==> src/stcr_pkg.sv <==
package stcr_pkg;

  localparam int MAX_ENTRIES = 64;
  localparam int VALUE_BITS  = 32;
  localparam int IDX_W       = $clog2(MAX_ENTRIES);
  localparam int CNT_W       = IDX_W + 1;
  localparam int ROWS_W      = 21;
  localparam int RANK_W      = 22;
  localparam int TIE_W       = 61;
  localparam int SQ_W        = 2 * ROWS_W;

  localparam logic [ROWS_W-1:0] ROWS_RESET = 21'h100000;
  localparam logic [RANK_W-1:0] RANK_MAX   = {RANK_W{1'b1}};
  localparam logic [TIE_W-1:0]  TIE_MAX    = {TIE_W{1'b1}};
  localparam logic [CNT_W-1:0]  CNT_FULL   = CNT_W'(MAX_ENTRIES);

  localparam logic REG_TOTAL_ROWS = 1'b0;

  typedef struct packed {
    logic signed [VALUE_BITS-1:0] value;
    logic                         empty_column;
    logic                         last;
  } in_item_t;

  typedef struct packed {
    logic [5:0]        entry_index;
    logic [RANK_W-1:0] doubled_rank;
    logic              entry_valid;
    logic [TIE_W-1:0]  tie_correction;
    logic              overflow;
    logic              last_result;
  } out_item_t;

  typedef struct packed {
    logic              start;
    logic [ROWS_W-1:0] operand;
  } cube_req_t;

  typedef struct packed {
    logic             done;
    logic [TIE_W-1:0] result;
  } cube_rsp_t;

  typedef enum logic [2:0] {
    CU_IDLE, CU_SQ, CU_LO, CU_HI, CU_FIN
  } cube_state_t;

  typedef enum logic [3:0] {
    SQ_IDLE, SQ_PREP, SQ_ZSTART, SQ_ZWAIT, SQ_ELOAD,
    SQ_EKEY, SQ_SCAN, SQ_RUN, SQ_RWAIT, SQ_OUT
  } seq_state_t;

endpackage

==> src/stcr_mem.sv <==
module stcr_mem (
  input  logic                                   clk,
  input  logic                                   we,
  input  logic [stcr_pkg::IDX_W-1:0]             waddr,
  input  logic signed [stcr_pkg::VALUE_BITS-1:0] wdata,
  input  logic [stcr_pkg::IDX_W-1:0]             raddr,
  output logic signed [stcr_pkg::VALUE_BITS-1:0] rdata
);
  import stcr_pkg::*;

  logic signed [VALUE_BITS-1:0] mem [MAX_ENTRIES];

  always_ff @(posedge clk) begin
    if (we) begin
      mem[waddr] <= wdata;
    end
    rdata <= mem[raddr];
  end

endmodule

==> src/stcr_cube.sv <==
module stcr_cube (
  input  logic                clk,
  input  logic                rst_n,
  input  stcr_pkg::cube_req_t req,
  output stcr_pkg::cube_rsp_t rsp
);
  import stcr_pkg::*;

  cube_state_t       state_r, state_nxt;
  logic [ROWS_W-1:0] t_r;
  logic [SQ_W-1:0]   sq_r, lo_r, hi_r, prod;
  logic [ROWS_W-1:0] mul_a;
  logic [63:0]       full;
  logic [TIE_W-1:0]  res_r;
  logic              done_r;

  always_comb begin
    state_nxt = state_r;
    unique case (state_r)
      CU_IDLE: if (req.start) state_nxt = CU_SQ;
      CU_SQ:   state_nxt = CU_LO;
      CU_LO:   state_nxt = CU_HI;
      CU_HI:   state_nxt = CU_FIN;
      CU_FIN:  state_nxt = CU_IDLE;
      default: state_nxt = CU_IDLE;
    endcase
  end

  always_comb begin
    unique case (state_r)
      CU_LO:   mul_a = sq_r[ROWS_W-1:0];
      CU_HI:   mul_a = sq_r[SQ_W-1:ROWS_W];
      default: mul_a = t_r;
    endcase
  end

  assign prod = mul_a * t_r;
  assign full = {1'b0, hi_r, {ROWS_W{1'b0}}} + {22'b0, lo_r} - {43'b0, t_r};

  always_ff @(posedge clk) begin
    if (!rst_n) begin
      state_r <= CU_IDLE;
      done_r  <= 1'b0;
    end else begin
      state_r <= state_nxt;
      done_r  <= (state_r == CU_FIN);
    end
  end

  always_ff @(posedge clk) begin
    if (state_r == CU_IDLE && req.start) t_r <= req.operand;
    if (state_r == CU_SQ) sq_r <= prod;
    if (state_r == CU_LO) lo_r <= prod;
    if (state_r == CU_HI) hi_r <= prod;
    if (state_r == CU_FIN) res_r <= (full > {3'b0, TIE_MAX}) ? TIE_MAX : full[TIE_W-1:0];
  end

  assign rsp.done   = done_r;
  assign rsp.result = res_r;

endmodule

==> src/sparse_column_tie_rank_top.sv <==
// Collect phase: one beat per cycle while idle (in_stall is high in every other
// state); no result until a beat with last or empty_column.
// Rank phase per entry e: a scan of all n stored values through the value
// RAM, plus a pass through the shared cube multiplier when e opens a run.
// Synchronous active-low reset: idle, empty column, total_rows = 1048576.
module sparse_column_tie_rank_top (
  input  logic                clk,
  input  logic                rst_n,
  input  logic                in_valid,
  output logic                in_stall,
  input  stcr_pkg::in_item_t  in_data,
  output logic                out_valid,
  input  logic                out_stall,
  output stcr_pkg::out_item_t out_data,
  input  logic                cfg_psel,
  input  logic                cfg_penable,
  input  logic                cfg_pwrite,
  input  logic [2:0]          cfg_paddr,
  input  logic [31:0]         cfg_pwdata,
  output logic [31:0]         cfg_prdata,
  output logic                cfg_pready
);
  import stcr_pkg::*;

  seq_state_t              state_r, state_nxt;
  logic [ROWS_W-1:0]       rows_r;
  logic [CNT_W-1:0]        cnt_r, e_r, j_r, pj_r, lt_r, le_r;
  logic                    drop_r, empty_r, ovf_r, first_r, cmp_v_r;
  logic [ROWS_W-1:0]       nz_r;
  logic [TIE_W-1:0]        acc_r;
  logic signed [VALUE_BITS-1:0] ve_r, rdata;
  logic [IDX_W-1:0]        raddr;
  logic                    we, in_acc, out_acc, is_last, issue;
  logic [CNT_W-1:0]        run_t;
  logic [TIE_W:0]          acc_sum;
  logic [RANK_W:0]         dr_full;
  logic [RANK_W-1:0]       dr;
  out_item_t               out_r;
  logic                    out_v_r;
  cube_req_t               creq;
  cube_rsp_t               crsp;

  assign cfg_pready = 1'b1;
  assign cfg_prdata = (cfg_paddr[2] == REG_TOTAL_ROWS) ? {11'b0, rows_r} : 32'b0;

  assign in_acc  = in_valid && !in_stall;
  assign out_acc = out_v_r && !out_stall;
  assign is_last = (e_r == cnt_r - 1'b1);
  assign issue   = (j_r < cnt_r);
  assign run_t   = le_r - lt_r;
  assign acc_sum = {1'b0, acc_r} + {1'b0, crsp.result};
  assign dr_full = {1'b0, nz_r, 1'b0} + {{(RANK_W+1-CNT_W){1'b0}}, lt_r}
                 + {{(RANK_W+1-CNT_W){1'b0}}, le_r} + {{RANK_W{1'b0}}, 1'b1};
  assign dr      = dr_full[RANK_W] ? RANK_MAX : dr_full[RANK_W-1:0];

  stcr_mem u_mem (
    .clk   (clk),
    .we    (we),
    .waddr (cnt_r[IDX_W-1:0]),
    .wdata (in_data.value),
    .raddr (raddr),
    .rdata (rdata)
  );

  stcr_cube u_cube (
    .clk   (clk),
    .rst_n (rst_n),
    .req   (creq),
    .rsp   (crsp)
  );

  always_comb begin
    state_nxt = state_r;
    unique case (state_r)
      SQ_IDLE: begin
        if (in_acc && in_data.empty_column) state_nxt = SQ_ZSTART;
        else if (in_acc && in_data.last) state_nxt = SQ_PREP;
      end
      SQ_PREP:   state_nxt = SQ_ZSTART;
      SQ_ZSTART: state_nxt = SQ_ZWAIT;
      SQ_ZWAIT: begin
        if (crsp.done) state_nxt = empty_r ? SQ_OUT : SQ_ELOAD;
      end
      SQ_ELOAD:  state_nxt = SQ_EKEY;
      SQ_EKEY:   state_nxt = SQ_SCAN;
      SQ_SCAN: begin
        if (!issue && !cmp_v_r) state_nxt = SQ_RUN;
      end
      SQ_RUN:    state_nxt = first_r ? SQ_RWAIT : SQ_OUT;
      SQ_RWAIT: begin
        if (crsp.done) state_nxt = SQ_OUT;
      end
      SQ_OUT: begin
        if (out_acc) state_nxt = out_r.last_result ? SQ_IDLE : SQ_ELOAD;
      end
      default: state_nxt = SQ_IDLE;
    endcase
  end

  always_comb begin
    in_stall     = (state_r != SQ_IDLE);
    we           = (state_r == SQ_IDLE) && in_acc && !in_data.empty_column
                   && (cnt_r < CNT_FULL);
    raddr        = (state_r == SQ_SCAN) ? j_r[IDX_W-1:0] : e_r[IDX_W-1:0];
    creq.start   = (state_r == SQ_ZSTART) || (state_r == SQ_RUN && first_r);
    creq.operand = (state_r == SQ_RUN) ? {{(ROWS_W-CNT_W){1'b0}}, run_t} : nz_r;
    out_valid    = out_v_r;
    out_data     = out_r;
  end

  always_ff @(posedge clk) begin
    if (!rst_n) begin
      state_r <= SQ_IDLE;
      rows_r  <= ROWS_RESET;
      cnt_r   <= '0;
      drop_r  <= 1'b0;
      empty_r <= 1'b0;
      acc_r   <= '0;
      out_v_r <= 1'b0;
      cmp_v_r <= 1'b0;
    end else begin
      state_r <= state_nxt;
      if (cfg_psel && cfg_penable && cfg_pwrite && cfg_pready
          && cfg_paddr[2] == REG_TOTAL_ROWS) begin
        rows_r <= cfg_pwdata[ROWS_W-1:0];
      end
      cmp_v_r <= (state_r == SQ_SCAN) && issue;
      unique case (state_r)
        SQ_IDLE: begin
          if (in_acc && in_data.empty_column) begin
            cnt_r   <= '0;
            drop_r  <= 1'b0;
            empty_r <= 1'b1;
          end else if (in_acc) begin
            if (cnt_r < CNT_FULL) cnt_r <= cnt_r + 1'b1;
            else drop_r <= 1'b1;
          end
        end
        SQ_ZWAIT: begin
          if (crsp.done) begin
            acc_r <= crsp.result;
            if (empty_r) out_v_r <= 1'b1;
          end
        end
        SQ_RUN: begin
          if (!first_r) out_v_r <= 1'b1;
        end
        SQ_RWAIT: begin
          if (crsp.done) begin
            acc_r   <= acc_sum[TIE_W] ? TIE_MAX : acc_sum[TIE_W-1:0];
            out_v_r <= 1'b1;
          end
        end
        SQ_OUT: begin
          if (out_acc) begin
            out_v_r <= 1'b0;
            if (out_r.last_result) begin
              cnt_r   <= '0;
              drop_r  <= 1'b0;
              empty_r <= 1'b0;
              acc_r   <= '0;
            end
          end
        end
        default: ;
      endcase
    end
  end

  always_ff @(posedge clk) begin
    unique case (state_r)
      SQ_IDLE: begin
        if (in_acc && in_data.empty_column) nz_r <= rows_r;
        e_r <= '0;
      end
      SQ_PREP: begin
        nz_r  <= ({{(ROWS_W-CNT_W){1'b0}}, cnt_r} > rows_r) ? '0
                 : rows_r - {{(ROWS_W-CNT_W){1'b0}}, cnt_r};
        ovf_r <= drop_r || ({{(ROWS_W-CNT_W){1'b0}}, cnt_r} > rows_r);
      end
      SQ_ZWAIT: begin
        if (crsp.done && empty_r) begin
          out_r.entry_index    <= '0;
          out_r.doubled_rank   <= '0;
          out_r.entry_valid    <= 1'b0;
          out_r.tie_correction <= crsp.result;
          out_r.overflow       <= 1'b0;
          out_r.last_result    <= 1'b1;
        end
      end
      SQ_EKEY: begin
        ve_r    <= rdata;
        j_r     <= '0;
        lt_r    <= '0;
        le_r    <= '0;
        first_r <= 1'b1;
      end
      SQ_SCAN: begin
        if (issue) j_r <= j_r + 1'b1;
        pj_r <= j_r;
        if (cmp_v_r) begin
          if (rdata < ve_r) lt_r <= lt_r + 1'b1;
          if (rdata <= ve_r) le_r <= le_r + 1'b1;
          if (rdata == ve_r && pj_r < e_r) first_r <= 1'b0;
        end
      end
      SQ_RUN, SQ_RWAIT: begin
        out_r.entry_index    <= e_r[5:0];
        out_r.doubled_rank   <= dr;
        out_r.entry_valid    <= 1'b1;
        out_r.overflow       <= ovf_r;
        out_r.last_result    <= is_last;
        if (state_r == SQ_RWAIT) begin
          out_r.tie_correction <= (is_last) ?
            (acc_sum[TIE_W] ? TIE_MAX : acc_sum[TIE_W-1:0]) : '0;
        end else begin
          out_r.tie_correction <= is_last ? acc_r : '0;
        end
      end
      SQ_OUT: begin
        if (out_acc) e_r <= e_r + 1'b1;
      end
      default: ;
    endcase
  end

endmodule

==> config.mk <==
export PLATFORM = sky130hd
export DESIGN_NAME = sparse_column_tie_rank_top
export DESIGN_NICKNAME = d
export VERILOG_FILES = /design/src/stcr_pkg.sv /design/src/stcr_mem.sv /design/src/stcr_cube.sv /design/src/sparse_column_tie_rank_top.sv
export SDC_FILE = /design/constraint.sdc
export NUM_CORES = 2
export LEC_CHECK = 0
export ABC_AREA = 1
export ABC_CLOCK_PERIOD_IN_PS = 9700
export BUFFER_PORTS_ARGS = -buffer_cell sky130_fd_sc_hd__buf_2
export CAP_MARGIN = 10
export CORE_ASPECT_RATIO = 0.7
export CORE_UTILIZATION = 25
export DETAILED_ROUTE_END_ITERATION = 6
export SLEW_MARGIN = 15
export SYNTH_ARGS = -nofsm -noshare
export SYNTH_HDL_FRONTEND = slang
export SYNTH_SLANG_ARGS = --single-unit
==> constraint.sdc <==
create_clock -name clk -period 9.7 [get_ports clk]
set_clock_uncertainty 0.05 [all_clocks]
set_input_delay 0.97 -clock clk [delete_from_list [all_inputs] [get_ports clk]]
set_output_delay 0.97 -clock clk [all_outputs]
set_load 0.1 [all_outputs]
==> results.sh <==
export IMPL_outcome="finished clean"
export IMPL_initial_utilization_pct=25.2
export IMPL_drt_iter0_drc=11400
export IMPL_cts_root_buf="clkbuf_16"
export IMPL_die_y_microns=609
export IMPL_cts_max_level=4
export IMPL_routed_wl_microns=416000
export IMPL_yosysWarnings=0
export IMPL_rr_startpoint="u_cube.state_r[2]$_SDFFE_PN0P_"
export IMPL_drc_errors=0
export IMPL_syn_inst=13300
export IMPL_hold_class="primary input to register"
export IMPL_grt_pass1_vias=89500
export IMPL_finalWeightedCongestion=0.948
export IMPL_slowest_delay_ps=640
export IMPL_path_max_fanout=14
export IMPL_ios=203
export IMPL_rsz0062_at_grt="no"
export IMPL_ctsResizeCount=0
export IMPL_min_to="rows_r[20]$_SDFFE_PN1P_"
export IMPL_holdPathStages=3
export IMPL_via_count=95800
export IMPL_setup_viol=0
export IMPL_r2r_slack_ps=910
export IMPL_hpwlAfterDp_microns=266000
export IMPL_antenna_left=0
export IMPL_ys_ff_latch=2571
export IMPL_grt_total_usage_pct=15.1
export IMPL_fin_crit_sh_pct=90.7
export IMPL_grt_max_degree=193
export IMPL_fmax_ghz=0.114
export IMPL_final_common_cell="nand2_1"
export IMPL_dr_pass1_iters=6
export IMPL_cts_reportedPaths_clkPinSlew_ps=60
export IMPL_dieArea_sq_um=529000
export IMPL_worstRegToRegCells=27
export IMPL_fin_crit_ps=8790
export IMPL_report_final_slew_viol_count=0
export IMPL_synthArstFlopShare_pct=0
export IMPL_hold_start="cfg_pwdata[20]"
export IMPL_ys_seq_area_share_pct=57.6
export IMPL_grt_overflow=0
export IMPL_syn2layout_area_growth_pct=12.8
export IMPL_drive_gt1_share_pct=6.55
export IMPL_core_sq_um=523000
export IMPL_clock_latency_ps=950
export IMPL_synth_edf_count=2438
export IMPL_timing_rr_end="u_cube.hi_r[23]$_DFFE_PN_"
export IMPL_cpMostUsedCell="inv_1"
export IMPL_start_kind="register"
export IMPL_crit_arrival_ps=9350
export IMPL_cap_violations=0
export IMPL_grt_pass1_wl_microns=604000
export IMPL_cts_tree="done"
export IMPL_finalNetCount=14200
export IMPL_portBuffers=177
export IMPL_antenna_found_initial=26
export IMPL_crit_family="adder cells"
export IMPL_path_buf_inv=9
export IMPL_rows=222
export IMPL_ys_flop_type="edfxtp_1"
export IMPL_setup_tns_final_ps=0
export IMPL_cts_made_buffers=242
export IMPL_yosys_area_top_type="edfxtp_1"
export IMPL_yosysTopAreaCellShare_pct=55.6
export IMPL_ys_types=53
export IMPL_cts_buffer_depth=4
export IMPL_max_slew_margin_pct=18.8
export IMPL_worst_ep_required_time_ps=10250
export IMPL_final_core_util_pct=28.4
export IMPL_layout_common_cells="3598 x nand2_1, 2438 x edfxtp_1, 1711 x nand3_1"
export IMPL_via_per_inst=4.67
export IMPL_dieWidth_microns=869
export IMPL_avgSynthCellArea_sq_um=9.87
export IMPL_syn_area_sq_um=132000
export IMPL_tightest_slew_ps=1220
export IMPL_hold_viol=0
export IMPL_endpoint_kind="register"
export IMPL_worstSetupPathType="register to register"
export IMPL_cp_slowest_cell="inv_1"
export IMPL_cts_sinks=2571
export IMPL_holdBufCountCts=0
export IMPL_synthTopCellsByArea="edfxtp_1 56%, nand2_1 10%, nand3_1 6.5%"
export IMPL_wl_per_cell_microns=20.3
export IMPL_postCtsSetupBuffers=0
[flip-flops by register name (all words and copies together) (netlist names), 4 cells and up]
name / cells
u_mem.mem: 2048
out_data: 92
acc_r: 61
u_cube.res_r: 61
u_cube.hi_r: 42
u_cube.lo_r: 42
u_cube.sq_r: 42
u_mem.rdata: 32
ve_r: 32
nz_r: 21
rows_r: 21
u_cube.t_r: 21
cnt_r: 7
e_r: 7
j_r: 7
le_r: 7
lt_r: 7
pj_r: 7
state_r: 4
[metrics by stage]
step,hold slack (ps),instance area (sq um),worst slack (ps),std cells
after floorplan,358,132000,581,13300
after global placement,363,141000,1280,20100
after detailed placement,372,141000,1220,20100
after CTS,163,148000,1190,20500
after global routing,220,148000,682,20500
final,249,148000,906,20500
[cell type report]
cell class,count,area (sq um)
Sequential cell,2571,75900
Tap cell,6944,8690
Fill cell,54500,375000
Antenna cell,7,17.5
Clock buffer,291,6280
Inverter,1563,5890
Clock inverter,150,1330
Timing Repair Buffer,392,2630
Multi-Input combinational cell,8585,47700
[synthesized netlist by cell type, types with 6 or more instances]
cell type,n
o211ai_1,63
clkbuf_1,298
o31ai_1,7
o21ai_1,134
nor4_1,24
ha_1,389
or2_2,48
xnor2_1,47
dfxtp_1,133
nand2_1,3604
buf_1,49
nand3_1,1711
nor2_1,809
buf_2,241
buf_6,13
a21boi_0,6
nand4_1,105
o21a_1,15
edfxtp_1,2438
buf_4,20
o21bai_1,23
xor2_1,77
inv_1,1545
a21oi_1,521
inv_2,10
nor3_1,42
a21o_1,13
nand3b_1,16
o21ai_0,491
fa_1,369
clkinv_1,7
a31oi_1,16
[cell families (layout without fill, tap and decap cells)]
group                    Yosys count  in the layout  share of synthesized area [%]
adder cells (fa/ha/maj)          758            758                           9.31
other                              2             19                        0.00571
flip-flops                      2571           2571                           57.6
AND/OR/NAND/NOR                 6383           6383                           20.3
buffers and inverters           2185           2396                           6.59
XOR/XNOR                         124            124                          0.825
AO/OA/AOI/OAI                   1308           1308                           5.29
[worst max-delay path by stage]
stage / from / endpoint / slack (ps) / cells after the start
after floorplan: u_cube.state_r[1]$_SDFFE_PN0P_ / u_cube.hi_r[31]$_DFFE_PN_ / 580 / 32
after global placement: u_cube.state_r[1]$_SDFFE_PN0P_ / u_cube.sq_r[23]$_DFFE_PP_ / 1280 / 30
after detailed placement: u_cube.state_r[2]$_SDFFE_PN0P_ / u_cube.sq_r[23]$_DFFE_PP_ / 1220 / 27
after CTS: u_cube.state_r[2]$_SDFFE_PN0P_ / u_cube.lo_r[23]$_DFFE_PN_ / 1190 / 27
after global routing: u_cube.state_r[2]$_SDFFE_PN0P_ / u_cube.lo_r[23]$_DFFE_PN_ / 680 / 27
final: u_cube.state_r[2]$_SDFFE_PN0P_ / u_cube.hi_r[23]$_DFFE_PN_ / 910 / 27
[per-layer routing]
| layer | vias up | GRT usage (%) | share of wire (%) |
|---|---|---|---|
| li1 | 44600 | - | - |
| met5 | - | 0 | 0 |
| met4 | 0 | 3.29 | 2.3 |
| met2 | 4043 | 22.5 | 43 |
| met3 | 501 | 3.23 | 9.8 |
| met1 | 46600 | 22.5 | 45 |
[worst reg2reg max path, cell delays in order, from the launching register on]
cell,delay (ps)
dfxtp_1,480
nor2_1,120
inv_1,160
nor2_4,50
inv_1,300
or2_2,200
o211ai_2,390
inv_1,650
nand2_1,170
fa_1,430
inv_1,80
fa_1,400
inv_1,80
fa_1,400
inv_1,80
fa_1,450
fa_1,530
fa_1,500
inv_1,50
fa_1,490
inv_1,50
ha_1,350
nand2_1,170
inv_1,60
a21oi_1,310
a21boi_0,610
o21ai_0,380
xor2_1,520
Power is left out: the tool's default activity adds up to more than one toggle a clock period on the data nets, which glitch-free logic cannot reach.
